--- src/design/assert_macros.svh ---
// Assertion macros shared by the point gate filter modules.
`ifndef ASSERT_MACROS_SVH
`define ASSERT_MACROS_SVH

`ifndef ASSERT_OFF

`define PROP_ASSERT(lbl, clk, rst_n, prop) \
    lbl: assert property (@(posedge clk) disable iff (!rst_n) prop) \
        else $error("assertion failed");

`define PROP_NEVER(lbl, clk, rst_n, prop) \
    lbl: assert property (@(posedge clk) disable iff (!rst_n) !(prop)) \
        else $error("forbidden condition seen");

`else

`define PROP_ASSERT(lbl, clk, rst_n, prop)

`define PROP_NEVER(lbl, clk, rst_n, prop)

`endif

`endif

--- src/design/lpgf_pkg.sv ---
// Shared types and constants of the lidar point gate filter.
package lpgf_pkg;

    localparam int CFG_ADDR_W  = 4;
    localparam int CFG_DATA_W  = 32;
    localparam int MODE_W      = 2;
    localparam int KEEP_W      = 16;
    localparam int RANGE_W     = 23;
    localparam int RANGE_SQ_W  = 2 * RANGE_W;
    localparam int STRENGTH_W  = 16;
    localparam int RING_W      = 8;
    localparam int TAG_W       = 8;
    localparam int STAMP_W     = 32;
    localparam int TIME_W      = 33;
    localparam int OUT_RANGE_W = 24;
    localparam int MUL_W       = 32;
    localparam int INDEX_W     = 32;

    localparam logic [OUT_RANGE_W-1:0] OUT_RANGE_MAX = 24'hFFFFFF;

    // floor(n / 1000) == (n * DIV1000_MUL) >> DIV1000_SHIFT for every 32-bit n
    localparam logic [MUL_W-1:0] DIV1000_MUL   = 32'd274877907;
    localparam int               DIV1000_SHIFT = 38;
    localparam int               TDIV_W        = 2 * MUL_W - DIV1000_SHIFT;

    localparam logic [TAG_W-1:0] TAG_CLASS_MASK = 8'h30;
    localparam logic [TAG_W-1:0] TAG_CLASS_A    = 8'h00;
    localparam logic [TAG_W-1:0] TAG_CLASS_B    = 8'h10;

    localparam logic [MODE_W-1:0] MODE_TAGGED = 2'd0;
    localparam logic [MODE_W-1:0] MODE_NS     = 2'd1;

    localparam logic [MODE_W-1:0]  MODE_RESET  = MODE_NS;
    localparam logic [KEEP_W-1:0]  KEEP_RESET  = 16'd1;
    localparam logic [RANGE_W-1:0] MIN_RESET   = 23'd0;
    localparam logic [RANGE_W-1:0] MAX_RESET   = 23'h7FFFFF;

    typedef enum logic [1:0] {
        REG_MODE = 2'd0,
        REG_KEEP = 2'd1,
        REG_MIN  = 2'd2,
        REG_MAX  = 2'd3
    } t_reg_idx;

    typedef struct packed {
        logic [MODE_W-1:0]  sensor_mode;
        logic [KEEP_W-1:0]  keep_every;
        logic [RANGE_W-1:0] min_range;
        logic [RANGE_W-1:0] max_range;
    } t_cfg;

    typedef struct packed {
        logic pre_keep;
        logic is_tagged;
        logic rel_time;
    } t_job_ctl;

endpackage

--- src/design/lpgf_regs.sv ---
// Configuration register file on the APB port.
module lpgf_regs
    import lpgf_pkg::*;
(
    input  logic                  i_clk,
    input  logic                  i_rst_n,
    input  logic                  psel,
    input  logic                  penable,
    input  logic                  pwrite,
    input  logic [CFG_ADDR_W-1:0] paddr,
    input  logic [CFG_DATA_W-1:0] pwdata,
    output logic [CFG_DATA_W-1:0] prdata,
    output logic                  pready,
    output t_cfg                  o_cfg,
    output logic                  o_keep_wr
);

    t_cfg     r_cfg;
    logic     r_keep_wr;
    logic     wr_en;
    t_reg_idx reg_idx;

    assign pready  = 1'b1;
    assign wr_en   = psel && penable && pwrite;
    assign reg_idx = t_reg_idx'(paddr[3:2]);

    always_comb begin
        unique case (reg_idx)
            REG_MODE: prdata = CFG_DATA_W'(r_cfg.sensor_mode);
            REG_KEEP: prdata = CFG_DATA_W'(r_cfg.keep_every);
            REG_MIN:  prdata = CFG_DATA_W'(r_cfg.min_range);
            REG_MAX:  prdata = CFG_DATA_W'(r_cfg.max_range);
            default:  prdata = '0;
        endcase
    end

    always_ff @(posedge i_clk) begin
        if (!i_rst_n) begin
            r_cfg.sensor_mode <= MODE_RESET;
            r_cfg.keep_every  <= KEEP_RESET;
            r_cfg.min_range   <= MIN_RESET;
            r_cfg.max_range   <= MAX_RESET;
            r_keep_wr         <= 1'b0;
        end else begin
            r_keep_wr <= wr_en && (reg_idx == REG_KEEP);
            if (wr_en) begin
                unique case (reg_idx)
                    REG_MODE: r_cfg.sensor_mode <= pwdata[MODE_W-1:0];
                    REG_KEEP: r_cfg.keep_every  <= pwdata[KEEP_W-1:0];
                    REG_MIN:  r_cfg.min_range   <= pwdata[RANGE_W-1:0];
                    REG_MAX:  r_cfg.max_range   <= pwdata[RANGE_W-1:0];
                    default:  ;
                endcase
            end
        end
    end

    assign o_cfg     = r_cfg;
    assign o_keep_wr = r_keep_wr;

endmodule

--- src/design/lpgf_front.sv ---
// Front end: accepts points, tracks scan state and classifies each point.
module lpgf_front
    import lpgf_pkg::*;
#(
    parameter int COORD_WIDTH = 24
) (
    input  logic                          i_clk,
    input  logic                          i_rst_n,
    input  t_cfg                          i_cfg,
    input  logic                          i_keep_wr,
    input  logic                          i_valid,
    output logic                          o_ready,
    input  logic signed [COORD_WIDTH-1:0] i_pos_x,
    input  logic signed [COORD_WIDTH-1:0] i_pos_y,
    input  logic signed [COORD_WIDTH-1:0] i_pos_z,
    input  logic [TAG_W-1:0]              i_point_tag,
    input  logic [STAMP_W-1:0]            i_stamp_raw,
    input  logic                          i_point_valid,
    input  logic                          i_scan_start,
    input  logic                          i_full,
    output logic                          o_push,
    output t_job_ctl                      o_ctl,
    output logic [STAMP_W-1:0]            o_first_time
);

    localparam int BIT_W = $clog2(INDEX_W);

    logic [INDEX_W-1:0]            r_index;
    logic [KEEP_W-1:0]             r_phase;
    logic signed [COORD_WIDTH-1:0] r_prev_x;
    logic signed [COORD_WIDTH-1:0] r_prev_y;
    logic signed [COORD_WIDTH-1:0] r_prev_z;
    logic [STAMP_W-1:0]            r_first_time;
    logic                          r_first_seen;
    logic                          r_busy;
    logic [BIT_W-1:0]              r_div_bit;
    logic [KEEP_W-1:0]             r_rem;

    logic [KEEP_W-1:0]  step;
    logic               accept;
    logic               is_tagged;
    logic               counted;
    logic [INDEX_W-1:0] idx_eff;
    logic [KEEP_W-1:0]  phase_eff;
    logic               seen_eff;
    logic [KEEP_W:0]    phase_inc;
    logic [KEEP_W-1:0]  phase_nxt;
    logic               decim;
    logic               tag_ok;
    logic               differs;
    logic               load_first;
    logic [KEEP_W:0]    trial;
    logic [KEEP_W:0]    rem_nxt;

    assign step      = (i_cfg.keep_every == '0) ? KEEP_W'(1) : i_cfg.keep_every;
    assign o_ready   = !r_busy && !i_keep_wr && !i_full;
    assign accept    = i_valid && o_ready;
    assign is_tagged = (i_cfg.sensor_mode == MODE_TAGGED);
    assign counted   = is_tagged || i_point_valid;

    assign idx_eff   = i_scan_start ? '0 : r_index;
    assign phase_eff = i_scan_start ? '0 : r_phase;
    assign seen_eff  = i_scan_start ? 1'b0 : r_first_seen;
    assign phase_inc = {1'b0, phase_eff} + (KEEP_W+1)'(1);
    assign phase_nxt = ((idx_eff == '1) || (phase_inc == {1'b0, step})) ?
                       '0 : phase_inc[KEEP_W-1:0];

    assign decim   = (phase_eff == '0);
    assign tag_ok  = ((i_point_tag & TAG_CLASS_MASK) == TAG_CLASS_A) ||
                     ((i_point_tag & TAG_CLASS_MASK) == TAG_CLASS_B);
    assign differs = (i_pos_x != r_prev_x) || (i_pos_y != r_prev_y) ||
                     (i_pos_z != r_prev_z);
    assign load_first = counted && !seen_eff;

    // index remainder, one bit a cycle, after a new decimation factor
    assign trial   = {r_rem, r_index[r_div_bit]};
    assign rem_nxt = (trial >= {1'b0, step}) ? (trial - {1'b0, step}) : trial;

    always_comb begin
        o_ctl.is_tagged = is_tagged;
        o_ctl.rel_time  = (i_cfg.sensor_mode > MODE_NS);
        if (is_tagged) begin
            o_ctl.pre_keep = (idx_eff != '0) && tag_ok && decim && differs;
        end else begin
            o_ctl.pre_keep = i_point_valid && decim;
        end
    end

    assign o_push       = accept;
    assign o_first_time = load_first ? i_stamp_raw : r_first_time;

    always_ff @(posedge i_clk) begin
        if (!i_rst_n) begin
            r_index      <= '0;
            r_phase      <= '0;
            r_prev_x     <= '0;
            r_prev_y     <= '0;
            r_prev_z     <= '0;
            r_first_time <= '0;
            r_first_seen <= 1'b0;
            r_busy       <= 1'b0;
            r_div_bit    <= '0;
            r_rem        <= '0;
        end else begin
            if (i_keep_wr) begin
                r_busy    <= 1'b1;
                r_div_bit <= BIT_W'(INDEX_W - 1);
                r_rem     <= '0;
            end else if (r_busy) begin
                r_rem <= rem_nxt[KEEP_W-1:0];
                if (r_div_bit == '0) begin
                    r_busy  <= 1'b0;
                    r_phase <= rem_nxt[KEEP_W-1:0];
                end else begin
                    r_div_bit <= r_div_bit - BIT_W'(1);
                end
            end
            if (accept) begin
                if (counted) begin
                    r_index      <= idx_eff + INDEX_W'(1);
                    r_phase      <= phase_nxt;
                    r_prev_x     <= i_pos_x;
                    r_prev_y     <= i_pos_y;
                    r_prev_z     <= i_pos_z;
                    r_first_seen <= 1'b1;
                end else if (i_scan_start) begin
                    r_index      <= '0;
                    r_phase      <= '0;
                    r_first_seen <= 1'b0;
                end
                if (load_first) begin
                    r_first_time <= i_stamp_raw;
                end
            end
        end
    end

endmodule

--- src/design/lpgf_fifo.sv ---
// Short job queue between the front and back ends.
`include "assert_macros.svh"

module lpgf_fifo
    import lpgf_pkg::*;
#(
    parameter int DATA_W = 8,
    parameter int DEPTH  = 4
) (
    input  logic              i_clk,
    input  logic              i_rst_n,
    input  logic              i_push,
    input  logic [DATA_W-1:0] i_data,
    input  logic              i_pop,
    output logic [DATA_W-1:0] o_data,
    output logic              o_full,
    output logic              o_empty
);

    localparam int ADDR_W = $clog2(DEPTH);
    localparam int CNT_W  = $clog2(DEPTH + 1);

    logic [DATA_W-1:0] r_mem [DEPTH];
    logic [ADDR_W-1:0] r_wr_ptr;
    logic [ADDR_W-1:0] r_rd_ptr;
    logic [CNT_W-1:0]  r_count;

    assign o_full  = (r_count == CNT_W'(DEPTH));
    assign o_empty = (r_count == '0);
    assign o_data  = r_mem[r_rd_ptr];

    always_ff @(posedge i_clk) begin
        if (i_push) begin
            r_mem[r_wr_ptr] <= i_data;
        end
    end

    always_ff @(posedge i_clk) begin
        if (!i_rst_n) begin
            r_wr_ptr <= '0;
            r_rd_ptr <= '0;
            r_count  <= '0;
        end else begin
            if (i_push) begin
                r_wr_ptr <= (r_wr_ptr == ADDR_W'(DEPTH - 1)) ? '0 : r_wr_ptr + ADDR_W'(1);
            end
            if (i_pop) begin
                r_rd_ptr <= (r_rd_ptr == ADDR_W'(DEPTH - 1)) ? '0 : r_rd_ptr + ADDR_W'(1);
            end
            if (i_push && !i_pop) begin
                r_count <= r_count + CNT_W'(1);
            end else if (i_pop && !i_push) begin
                r_count <= r_count - CNT_W'(1);
            end
        end
    end

    `PROP_NEVER(a_no_overflow, i_clk, i_rst_n, i_push && o_full)
    `PROP_NEVER(a_no_underflow, i_clk, i_rst_n, i_pop && o_empty)
    `PROP_ASSERT(a_count_bound, i_clk, i_rst_n, r_count <= CNT_W'(DEPTH))

endmodule

--- src/design/lpgf_back.sv ---
// Back end: squares, range gate, time conversion and integer square root.
`include "assert_macros.svh"

module lpgf_back
    import lpgf_pkg::*;
#(
    parameter int COORD_WIDTH = 24
) (
    input  logic                          i_clk,
    input  logic                          i_rst_n,
    input  t_cfg                          i_cfg,
    input  logic                          i_job_valid,
    output logic                          o_pop,
    input  t_job_ctl                      i_ctl,
    input  logic signed [COORD_WIDTH-1:0] i_pos_x,
    input  logic signed [COORD_WIDTH-1:0] i_pos_y,
    input  logic signed [COORD_WIDTH-1:0] i_pos_z,
    input  logic [STRENGTH_W-1:0]         i_strength,
    input  logic [RING_W-1:0]             i_ring,
    input  logic [STAMP_W-1:0]            i_stamp,
    input  logic [STAMP_W-1:0]            i_first_time,
    output logic                          o_tvalid,
    input  logic                          i_tready,
    output logic                          o_kept,
    output logic signed [COORD_WIDTH-1:0] o_out_x,
    output logic signed [COORD_WIDTH-1:0] o_out_y,
    output logic signed [COORD_WIDTH-1:0] o_out_z,
    output logic [STRENGTH_W-1:0]         o_out_strength,
    output logic [RING_W-1:0]             o_out_ring,
    output logic signed [TIME_W-1:0]      o_out_time,
    output logic [OUT_RANGE_W-1:0]        o_out_range
);

    localparam int R2_W  = 2 * COORD_WIDTH;
    localparam int CNT_W = $clog2(COORD_WIDTH + 1);

    localparam logic [CNT_W-1:0] ST_X    = CNT_W'(0);
    localparam logic [CNT_W-1:0] ST_Y    = CNT_W'(1);
    localparam logic [CNT_W-1:0] ST_Z    = CNT_W'(2);
    localparam logic [CNT_W-1:0] ST_MIN  = CNT_W'(3);
    localparam logic [CNT_W-1:0] ST_MAX  = CNT_W'(4);
    localparam logic [CNT_W-1:0] ST_TIME = CNT_W'(5);
    localparam logic [CNT_W-1:0] ST_LAST = CNT_W'(6);
    localparam logic [CNT_W-1:0] SQ_LAST = CNT_W'(COORD_WIDTH - 1);

    typedef enum logic [1:0] {
        S_IDLE,
        S_MUL,
        S_SQRT,
        S_DONE
    } t_state;

    t_state                        r_state;
    t_job_ctl                      r_ctl;
    logic signed [COORD_WIDTH-1:0] r_x;
    logic signed [COORD_WIDTH-1:0] r_y;
    logic signed [COORD_WIDTH-1:0] r_z;
    logic [STRENGTH_W-1:0]         r_strength;
    logic [RING_W-1:0]             r_ring;
    logic [STAMP_W-1:0]            r_stamp;
    logic [STAMP_W-1:0]            r_first_time;
    logic [CNT_W-1:0]              r_cnt;
    logic [2*MUL_W-1:0]            r_prod;
    logic [R2_W-1:0]               r_r2;
    logic [RANGE_SQ_W-1:0]         r_lo2;
    logic [RANGE_SQ_W-1:0]         r_hi2;
    logic [TDIV_W-1:0]             r_tdiv;
    logic [R2_W-1:0]               r_n;
    logic [R2_W-1:0]               r_res;
    logic [R2_W-1:0]               r_bit;

    logic                          r_out_valid;
    logic                          r_out_kept;
    logic signed [COORD_WIDTH-1:0] r_out_x;
    logic signed [COORD_WIDTH-1:0] r_out_y;
    logic signed [COORD_WIDTH-1:0] r_out_z;
    logic [STRENGTH_W-1:0]         r_out_strength;
    logic [RING_W-1:0]             r_out_ring;
    logic signed [TIME_W-1:0]      r_out_time;
    logic [OUT_RANGE_W-1:0]        r_out_range;

    logic [COORD_WIDTH-1:0] mag_x;
    logic [COORD_WIDTH-1:0] mag_y;
    logic [COORD_WIDTH-1:0] mag_z;
    logic [MUL_W-1:0]       op_a;
    logic [MUL_W-1:0]       op_b;
    logic [2*MUL_W-1:0]     mul_prod;
    logic [R2_W-1:0]        sq_sum;
    logic                   sq_fits;
    logic [2*MUL_W-1:0]     r2_ext;
    logic [2*MUL_W-1:0]     lo2_ext;
    logic [2*MUL_W-1:0]     hi2_ext;
    logic                   range_ok;
    logic [COORD_WIDTH-1:0] root;
    logic [OUT_RANGE_W-1:0] range_val;
    logic [TIME_W-1:0]      time_val;
    logic                   out_free;

    assign mag_x = r_x[COORD_WIDTH-1] ? COORD_WIDTH'(-r_x) : COORD_WIDTH'(r_x);
    assign mag_y = r_y[COORD_WIDTH-1] ? COORD_WIDTH'(-r_y) : COORD_WIDTH'(r_y);
    assign mag_z = r_z[COORD_WIDTH-1] ? COORD_WIDTH'(-r_z) : COORD_WIDTH'(r_z);

    always_comb begin
        case (r_cnt)
            ST_X: begin
                op_a = MUL_W'(mag_x);
                op_b = MUL_W'(mag_x);
            end
            ST_Y: begin
                op_a = MUL_W'(mag_y);
                op_b = MUL_W'(mag_y);
            end
            ST_Z: begin
                op_a = MUL_W'(mag_z);
                op_b = MUL_W'(mag_z);
            end
            ST_MIN: begin
                op_a = MUL_W'(i_cfg.min_range);
                op_b = MUL_W'(i_cfg.min_range);
            end
            ST_MAX: begin
                op_a = MUL_W'(i_cfg.max_range);
                op_b = MUL_W'(i_cfg.max_range);
            end
            ST_TIME: begin
                op_a = r_stamp;
                op_b = DIV1000_MUL;
            end
            default: begin
                op_a = '0;
                op_b = '0;
            end
        endcase
    end

    assign mul_prod = op_a * op_b;

    assign sq_sum  = r_res + r_bit;
    assign sq_fits = (r_n >= sq_sum);

    assign r2_ext  = (2*MUL_W)'(r_r2);
    assign lo2_ext = (2*MUL_W)'(r_lo2);
    assign hi2_ext = (2*MUL_W)'(r_hi2);
    assign range_ok = r_ctl.is_tagged ? ((r2_ext > lo2_ext) && (r2_ext < hi2_ext)) :
                                        ((r2_ext >= lo2_ext) && (r2_ext <= hi2_ext));

    assign root      = r_res[COORD_WIDTH-1:0];
    assign range_val = r_ctl.is_tagged ? '0 :
                       ((TIME_W'(root) > TIME_W'(OUT_RANGE_MAX)) ? OUT_RANGE_MAX :
                        OUT_RANGE_W'(root));
    assign time_val  = r_ctl.rel_time ? ({1'b0, r_stamp} - {1'b0, r_first_time}) :
                                        TIME_W'(r_tdiv);

    assign out_free = !r_out_valid || i_tready;
    assign o_pop    = (r_state == S_IDLE) && i_job_valid;

    always_ff @(posedge i_clk) begin
        if (!i_rst_n) begin
            r_state     <= S_IDLE;
            r_cnt       <= '0;
            r_out_valid <= 1'b0;
        end else begin
            if (r_out_valid && i_tready && (r_state != S_DONE)) begin
                r_out_valid <= 1'b0;
            end
            unique case (r_state)
                S_IDLE: begin
                    if (i_job_valid) begin
                        r_ctl        <= i_ctl;
                        r_x          <= i_pos_x;
                        r_y          <= i_pos_y;
                        r_z          <= i_pos_z;
                        r_strength   <= i_strength;
                        r_ring       <= i_ring;
                        r_stamp      <= i_stamp;
                        r_first_time <= i_first_time;
                        r_cnt        <= ST_X;
                        r_state      <= S_MUL;
                    end
                end
                S_MUL: begin
                    r_prod <= mul_prod;
                    case (r_cnt)
                        ST_Y:    r_r2   <= r_prod[R2_W-1:0];
                        ST_Z, ST_MIN: r_r2 <= r_r2 + r_prod[R2_W-1:0];
                        ST_MAX:  r_lo2  <= r_prod[RANGE_SQ_W-1:0];
                        ST_TIME: r_hi2  <= r_prod[RANGE_SQ_W-1:0];
                        ST_LAST: r_tdiv <= r_prod[2*MUL_W-1:DIV1000_SHIFT];
                        default: ;
                    endcase
                    if (r_cnt == ST_LAST) begin
                        r_n     <= r_r2;
                        r_res   <= '0;
                        r_bit   <= R2_W'(1) << (R2_W - 2);
                        r_cnt   <= '0;
                        r_state <= r_ctl.is_tagged ? S_DONE : S_SQRT;
                    end else begin
                        r_cnt <= r_cnt + CNT_W'(1);
                    end
                end
                S_SQRT: begin
                    if (sq_fits) begin
                        r_n   <= r_n - sq_sum;
                        r_res <= (r_res >> 1) + r_bit;
                    end else begin
                        r_res <= r_res >> 1;
                    end
                    r_bit <= r_bit >> 2;
                    if (r_cnt == SQ_LAST) begin
                        r_state <= S_DONE;
                    end else begin
                        r_cnt <= r_cnt + CNT_W'(1);
                    end
                end
                S_DONE: begin
                    if (out_free) begin
                        r_out_valid    <= 1'b1;
                        r_out_kept     <= r_ctl.pre_keep && range_ok;
                        r_out_x        <= r_x;
                        r_out_y        <= r_y;
                        r_out_z        <= r_z;
                        r_out_strength <= r_strength;
                        r_out_ring     <= r_ctl.is_tagged ? '0 : r_ring;
                        r_out_time     <= time_val;
                        r_out_range    <= range_val;
                        r_state        <= S_IDLE;
                    end
                end
                default: r_state <= S_IDLE;
            endcase
        end
    end

    assign o_tvalid       = r_out_valid;
    assign o_kept         = r_out_kept;
    assign o_out_x        = r_out_x;
    assign o_out_y        = r_out_y;
    assign o_out_z        = r_out_z;
    assign o_out_strength = r_out_strength;
    assign o_out_ring     = r_out_ring;
    assign o_out_time     = r_out_time;
    assign o_out_range    = r_out_range;

    `PROP_ASSERT(a_sqrt_spinning, i_clk, i_rst_n, (r_state == S_SQRT) |-> !r_ctl.is_tagged)
    `PROP_ASSERT(a_load_from_done, i_clk, i_rst_n, $rose(o_tvalid) |-> $past(r_state == S_DONE))
    `PROP_ASSERT(a_pop_starts_job, i_clk, i_rst_n, o_pop |=> (r_state == S_MUL) && (r_cnt == ST_X))

endmodule

--- src/design/lidar_point_gate_filter.sv ---
// Top level of the lidar point gate filter.
//
//  channel   | dir | handshake                   | payload
//  s_axis    | in  | i_s_axis_tvalid/o_s_axis_tready | point fields in tdata, flags in tuser
//  m_axis    | out | o_m_axis_tvalid/i_m_axis_tready | result fields in tdata, kept in tuser
//  apb       | in  | psel/penable, pready high   | four registers at 0x0, 0x4, 0x8, 0xC
//
// Input side takes one point a cycle until the four-entry queue fills or a keep_every rebuild runs.
// Back end works on one point at a time and pops the next only when back in idle: six products
// on one shared 32x32 multiplier, then in modes 1 to 3 an integer square root, one root bit a cycle.
// A write to keep_every holds s_axis tready low while the index remainder is rebuilt
// one bit a cycle.
// Reset is synchronous and active low; the result register holds until taken.
module lidar_point_gate_filter
    import lpgf_pkg::*;
#(
    parameter int COORD_WIDTH = 24,
    parameter int QUEUE_DEPTH = 4
) (
    input  logic                  i_clk,
    input  logic                  i_rst_n,
    input  logic                  i_s_axis_tvalid,
    output logic                  o_s_axis_tready,
    // pos_x, pos_y, pos_z, strength, beam_ring, point_tag, stamp_raw, zero fill
    input  logic [((3*COORD_WIDTH+64+7)/8)*8-1:0] i_s_axis_tdata,
    // point_valid, scan_start
    input  logic [1:0]            i_s_axis_tuser,
    output logic                  o_m_axis_tvalid,
    input  logic                  i_m_axis_tready,
    // out_x, out_y, out_z, out_strength, out_ring, out_time, out_range, zero fill
    output logic [((3*COORD_WIDTH+81+7)/8)*8-1:0] o_m_axis_tdata,
    // kept
    output logic [0:0]            o_m_axis_tuser,
    input  logic                  psel,
    input  logic                  penable,
    input  logic                  pwrite,
    input  logic [CFG_ADDR_W-1:0] paddr,
    input  logic [CFG_DATA_W-1:0] pwdata,
    output logic [CFG_DATA_W-1:0] prdata,
    output logic                  pready
);

    localparam int CW     = COORD_WIDTH;
    localparam int OUT_W  = ((3*COORD_WIDTH+81+7)/8)*8;
    localparam int CTL_W  = $bits(t_job_ctl);
    localparam int JOB_W  = CTL_W + 2*STAMP_W + RING_W + STRENGTH_W + 3*CW;

    localparam int X_LO   = 0;
    localparam int Y_LO   = CW;
    localparam int Z_LO   = 2*CW;
    localparam int STR_LO = 3*CW;
    localparam int RNG_LO = STR_LO + STRENGTH_W;
    localparam int TAG_LO = RNG_LO + RING_W;
    localparam int STP_LO = TAG_LO + TAG_W;

    t_cfg     cfg;
    logic     keep_wr;

    logic signed [CW-1:0]  in_x;
    logic signed [CW-1:0]  in_y;
    logic signed [CW-1:0]  in_z;
    logic [STRENGTH_W-1:0] in_strength;
    logic [RING_W-1:0]     in_ring;
    logic [TAG_W-1:0]      in_tag;
    logic [STAMP_W-1:0]    in_stamp;

    logic               push;
    t_job_ctl           front_ctl;
    logic [STAMP_W-1:0] front_first;
    logic [JOB_W-1:0]   q_wdata;
    logic [JOB_W-1:0]   q_rdata;
    logic               q_full;
    logic               q_empty;
    logic               pop;

    t_job_ctl              job_ctl;
    logic [STAMP_W-1:0]    job_first;
    logic [STAMP_W-1:0]    job_stamp;
    logic [RING_W-1:0]     job_ring;
    logic [STRENGTH_W-1:0] job_strength;
    logic signed [CW-1:0]  job_x;
    logic signed [CW-1:0]  job_y;
    logic signed [CW-1:0]  job_z;

    logic                   res_kept;
    logic signed [CW-1:0]   res_x;
    logic signed [CW-1:0]   res_y;
    logic signed [CW-1:0]   res_z;
    logic [STRENGTH_W-1:0]  res_strength;
    logic [RING_W-1:0]      res_ring;
    logic signed [TIME_W-1:0] res_time;
    logic [OUT_RANGE_W-1:0] res_range;

    assign in_x        = i_s_axis_tdata[X_LO +: CW];
    assign in_y        = i_s_axis_tdata[Y_LO +: CW];
    assign in_z        = i_s_axis_tdata[Z_LO +: CW];
    assign in_strength = i_s_axis_tdata[STR_LO +: STRENGTH_W];
    assign in_ring     = i_s_axis_tdata[RNG_LO +: RING_W];
    assign in_tag      = i_s_axis_tdata[TAG_LO +: TAG_W];
    assign in_stamp    = i_s_axis_tdata[STP_LO +: STAMP_W];

    lpgf_regs u_regs (
        .i_clk     (i_clk),
        .i_rst_n   (i_rst_n),
        .psel      (psel),
        .penable   (penable),
        .pwrite    (pwrite),
        .paddr     (paddr),
        .pwdata    (pwdata),
        .prdata    (prdata),
        .pready    (pready),
        .o_cfg     (cfg),
        .o_keep_wr (keep_wr)
    );

    lpgf_front #(
        .COORD_WIDTH (CW)
    ) u_front (
        .i_clk         (i_clk),
        .i_rst_n       (i_rst_n),
        .i_cfg         (cfg),
        .i_keep_wr     (keep_wr),
        .i_valid       (i_s_axis_tvalid),
        .o_ready       (o_s_axis_tready),
        .i_pos_x       (in_x),
        .i_pos_y       (in_y),
        .i_pos_z       (in_z),
        .i_point_tag   (in_tag),
        .i_stamp_raw   (in_stamp),
        .i_point_valid (i_s_axis_tuser[0]),
        .i_scan_start  (i_s_axis_tuser[1]),
        .i_full        (q_full),
        .o_push        (push),
        .o_ctl         (front_ctl),
        .o_first_time  (front_first)
    );

    assign q_wdata = {front_ctl, front_first, in_stamp, in_ring, in_strength,
                      in_z, in_y, in_x};

    lpgf_fifo #(
        .DATA_W (JOB_W),
        .DEPTH  (QUEUE_DEPTH)
    ) u_fifo (
        .i_clk   (i_clk),
        .i_rst_n (i_rst_n),
        .i_push  (push),
        .i_data  (q_wdata),
        .i_pop   (pop),
        .o_data  (q_rdata),
        .o_full  (q_full),
        .o_empty (q_empty)
    );

    assign {job_ctl, job_first, job_stamp, job_ring, job_strength,
            job_z, job_y, job_x} = q_rdata;

    lpgf_back #(
        .COORD_WIDTH (CW)
    ) u_back (
        .i_clk          (i_clk),
        .i_rst_n        (i_rst_n),
        .i_cfg          (cfg),
        .i_job_valid    (!q_empty),
        .o_pop          (pop),
        .i_ctl          (job_ctl),
        .i_pos_x        (job_x),
        .i_pos_y        (job_y),
        .i_pos_z        (job_z),
        .i_strength     (job_strength),
        .i_ring         (job_ring),
        .i_stamp        (job_stamp),
        .i_first_time   (job_first),
        .o_tvalid       (o_m_axis_tvalid),
        .i_tready       (i_m_axis_tready),
        .o_kept         (res_kept),
        .o_out_x        (res_x),
        .o_out_y        (res_y),
        .o_out_z        (res_z),
        .o_out_strength (res_strength),
        .o_out_ring     (res_ring),
        .o_out_time     (res_time),
        .o_out_range    (res_range)
    );

    assign o_m_axis_tdata = OUT_W'({res_range, res_time, res_ring, res_strength,
                                    res_z, res_y, res_x});
    assign o_m_axis_tuser = res_kept;

endmodule

--- config.mk ---
export PLATFORM = sky130hd
export DESIGN_NAME = lidar_point_gate_filter
export DESIGN_NICKNAME = d
export VERILOG_FILES = /design/src/design/lpgf_pkg.sv /design/src/design/lpgf_regs.sv /design/src/design/lpgf_front.sv /design/src/design/lpgf_fifo.sv /design/src/design/lpgf_back.sv /design/src/design/lidar_point_gate_filter.sv
export VERILOG_INCLUDE_DIRS = /design/src /design/src/design
export SDC_FILE = /design/constraint.sdc
export NUM_CORES = 2
export LEC_CHECK = 0
export BUFFER_PORTS_ARGS = -buffer_cell sky130_fd_sc_hd__buf_2
export CORE_UTILIZATION = 43
export CTS_BUF_LIST = sky130_fd_sc_hd__clkbuf_16
export DETAILED_ROUTE_END_ITERATION = 7
export PLACE_DENSITY = 0.7
export SKIP_LAST_GASP = 1
export SLEW_MARGIN = 20
export SYNTH_ARGS = -nofsm -noshare
export SYNTH_HDL_FRONTEND = slang
export SYNTH_HIERARCHICAL = 1
export SYNTH_SLANG_ARGS = --single-unit
--- constraint.sdc ---
create_clock -name i_clk -period 26 [get_ports i_clk]
set_input_delay 7.8 -clock i_clk [delete_from_list [all_inputs] [get_ports i_clk]]
set_output_delay 7.8 -clock i_clk [all_outputs]
set_load 0.01 [all_outputs]
==> impl_metrics.tcl <==
set metrics [dict create \
    numCtsBuffers 168 \
    ys.warnings.count 6 \
    r2r-end "u_back/r_prod[59]" \
    hold_buffers 0 \
    drive_gt1_share_pct 11.6 \
    gp_congestion 0.996 \
    synth_flop_cell "edfxtp_1" \
    via_per_inst 5.58 \
    dp_hpwl_um 212000 \
    clk_latency_ns 0.85 \
    synthAdderAreaFrac_pct 20.9 \
    synthXorXnorAreaFrac_pct 3.64 \
    drt-total-wl_um 290000 \
    synth_area_sq_mm 0.102 \
    numPortBuffers 341 \
    post_cts_resized 0 \
    die_area_sq_mm 0.239 \
    cts_setup_buffers 0 \
    syn_inst 8908 \
    yosys.area_share.simple_pct 10.7 \
    synth_compound_area_share_pct 9.06 \
    max_cap_violations 0 \
    grt_pass1_wl_um 436000 \
    wl_per_cell_um 23.2 \
    hp-class "flop to flop" \
    outcome "complete, no violations" \
    drtIter0Drc 6232 \
    tightest_slew_ns 1.31 \
    final_common_cell "edfxtp_1" \
    ys_seq_elements 1572 \
    die_h_um 488 \
    fmax_ghz 0.0567 \
    area_growth_syn_to_layout_pct 10.6 \
    cts_root_buf "clkbuf_16" \
    max_slew_margin_pct 12.6 \
    holdPathStages 0 \
    crit_type "input pin to primary output" \
    synth_top_family_by_area "adder cells" \
    clk_path_buf_depth 3 \
    grt_antenna_before_repair 46 \
    finClkSkew_ns 0.0746 \
    timing.rr.start "u_back/r_x[1]" \
    rsz0062_at_grt "false" \
    grt_start_max_net_pins 120 \
    die_w_um 488 \
    cts_sinks 1572 \
    start_util_pct 43.3 \
    grt-ovfl-total 0 \
    finalCriticalPeriod_ns 17.63 \
    synth-edff-count 1315 \
    cpPeakStageDelay_ns 0.88 \
    final_nets 10700 \
    r2r_slack_ns 12.60 \
    seq_area_frac_synth_pct 43.9 \
    drc 0 \
    crit_required_ns 18.20 \
    slew_viol_final 0 \
    ant_nets 0 \
    worst_path_max_delay_cell "nor2_1" \
    critPathCaptureType "primary output" \
    vias 69800 \
    crit_fanout 19 \
    worst_ep_arrival_time_ns 9.83 \
    synth_mux_area_share_pct 5.93 \
    clk_pin_slew_ns 0.06 \
    timing.final.crit_share_pct 67.8 \
    critPathLaunch "paddr[3]" \
    setup_viol 0 \
    layout_common_cells "edfxtp_1, inv_1, nand2_1, fa_1, nor2_1" \
    crit_top_cell "buf_2" \
    tritoncts "done" \
    finalHoldViolCount 0 \
    first_pass_iters 6 \
    min_to "u_back/o_out_strength[10]" \
    worstHoldStart "u_back/r_strength[10]" \
    rr_worst_depth 34 \
    worstSetupStartpointType "input pin" \
    avgSynthCellArea_sq_um 11.4 \
    async_flop_share_pct 0 \
    rows 178 \
    htree_levels 4 \
    grt_usage_pct 24.3 \
    core_sq_mm 0.235 \
    io-pin-count 377 \
    synth_cell_type_count 99 \
    setup_tns_ns 0 \
    grt_pass1_vias 71200 \
    cp_cell_sequence "buf_2 -> inv_4 -> nor2_1 -> o2bb2ai_1 -> buf_2" \
]
-- cells in the mapped netlist, types with 18 or more instances --
| cell type | number | area share (%) |
|---|---|---|
| o211a_1 | 35 | 0.34 |
| a211o_1 | 21 | 0.18 |
| o31ai_1 | 39 | 0.29 |
| a21boi_0 | 95 | 0.70 |
| nand3_1 | 86 | 0.42 |
| mux2_2 | 85 | 0.94 |
| edfxtp_1 | 1315 | 39 |
| o21bai_1 | 43 | 0.32 |
| nor4_1 | 35 | 0.22 |
| nor2_1 | 657 | 2.4 |
| fa_1 | 687 | 14 |
| buf_2 | 46 | 0.23 |
| o21ai_0 | 264 | 1.3 |
| clkbuf_1 | 255 | 0.94 |
| xnor2_1 | 235 | 2.0 |
| nand2_1 | 866 | 3.2 |
| and2_1 | 85 | 0.52 |
| nand4_1 | 104 | 0.64 |
| or4_1 | 18 | 0.13 |
| mux4_2 | 173 | 3.8 |
| or3_1 | 38 | 0.23 |
| mux2i_1 | 118 | 1.2 |
| xor2_1 | 188 | 1.6 |
| ha_1 | 602 | 7.4 |
| dfxtp_1 | 257 | 5.1 |
| a21o_1 | 180 | 1.3 |
| nor2b_1 | 147 | 0.90 |
| nand2b_1 | 77 | 0.47 |
| a31oi_1 | 72 | 0.44 |
| a21oi_1 | 315 | 1.5 |
| buf_1 | 21 | 0.077 |
| a211oi_1 | 50 | 0.37 |
| and4_1 | 20 | 0.17 |
| nor3_1 | 69 | 0.34 |
| inv_1 | 1141 | 4.2 |
| and3_1 | 64 | 0.39 |
| o21a_1 | 38 | 0.28 |
| buf_4 | 23 | 0.17 |
-- final cells by class --
class,count,area (sq um)
Multi-Input combinational cell,5833,51400
Timing Repair Buffer,454,2590
Tap cell,3150,3940
Clock inverter,144,1380
Fill cell,20800,123000
Inverter,1163,4370
Clock buffer,168,4200
Antenna cell,11,27.5
Sequential cell,1572,44600
-- registers in the layout, summed over array words and instances, names as in the netlist, 32 cells and up, named ones only --
signal	cells
u_back/r_stamp	32
u_back/o_out_time	33
u_back/r_lo2	46
u_back/r_first_time	32
u_fifo/r_mem	652
u_back/r_prod	62
u_front/r_index	32
u_back/r_r2	48
u_back/r_hi2	46
u_back/r_res	48
u_front/r_first_time	32
u_regs/o_cfg	64
u_back/r_n	48
-- worst max path at each step --
stage	end	slack [ns]	cells past startpoint
after global placement	prdata[2]	8.47	5
final	prdata[2]	8.37	5
after global routing	prdata[2]	8.28	5
after detailed placement	prdata[2]	8.43	5
after CTS	prdata[2]	8.43	5
after floorplan	u_back/r_n[0]	8.60	2
-- through the flow --
| stage | hold slack (ns) | instances | utilization (%) | setup slack [ns] | cell area, sq um |
|---|---|---|---|---|---|
| finish | 0.414 | 12500 | 47.9 | 8.37 | 113000 |
| global route | 0.421 | 12500 | 47.9 | 8.28 | 113000 |
| CTS | 0.413 | 12500 | 47.8 | 8.43 | 113000 |
| detailed placement | 0.405 | 12200 | 45.5 | 8.43 | 107000 |
| global placement | 0.404 | 12200 | 45.5 | 8.47 | 107000 |
| floorplan | 0.400 | 8929 | - | 8.60 | 102000 |
-- worst max-delay path, delay by kind of cell --
kind	cells	cell delay, ns
and+or+nand+nor	1	0.88
buffers and inverters	3	0.85
AOI/OAI and AO/OA	1	0.26
-- layer usage --
layer | track usage [%] | share of wire [%] | vias up
met5 | 0 | 0.13 | -
met4 | 12.8 | 6.1 | 56
li1 | - | - | 31400
met3 | 5.04 | 8.5 | 751
met1 | 30.9 | 40 | 34600
met2 | 38.8 | 45 | 2982
-- kinds of logic (layout without fill, tap and decap cells) --
group,Yosys count,count (layout)
buffers and inverters,1524,1929
multiplexers,376,376
AO/OA/AOI/OAI,1382,1382
adder cells (fa/ha/maj),1289,1289
AND/OR/NAND/NOR,2338,2338
flip-flops,1572,1572
other,4,36
XOR/XNOR,423,423
Power is not shown: default switching activity piles up to over one toggle a cycle in this logic, so the estimate is an artifact.
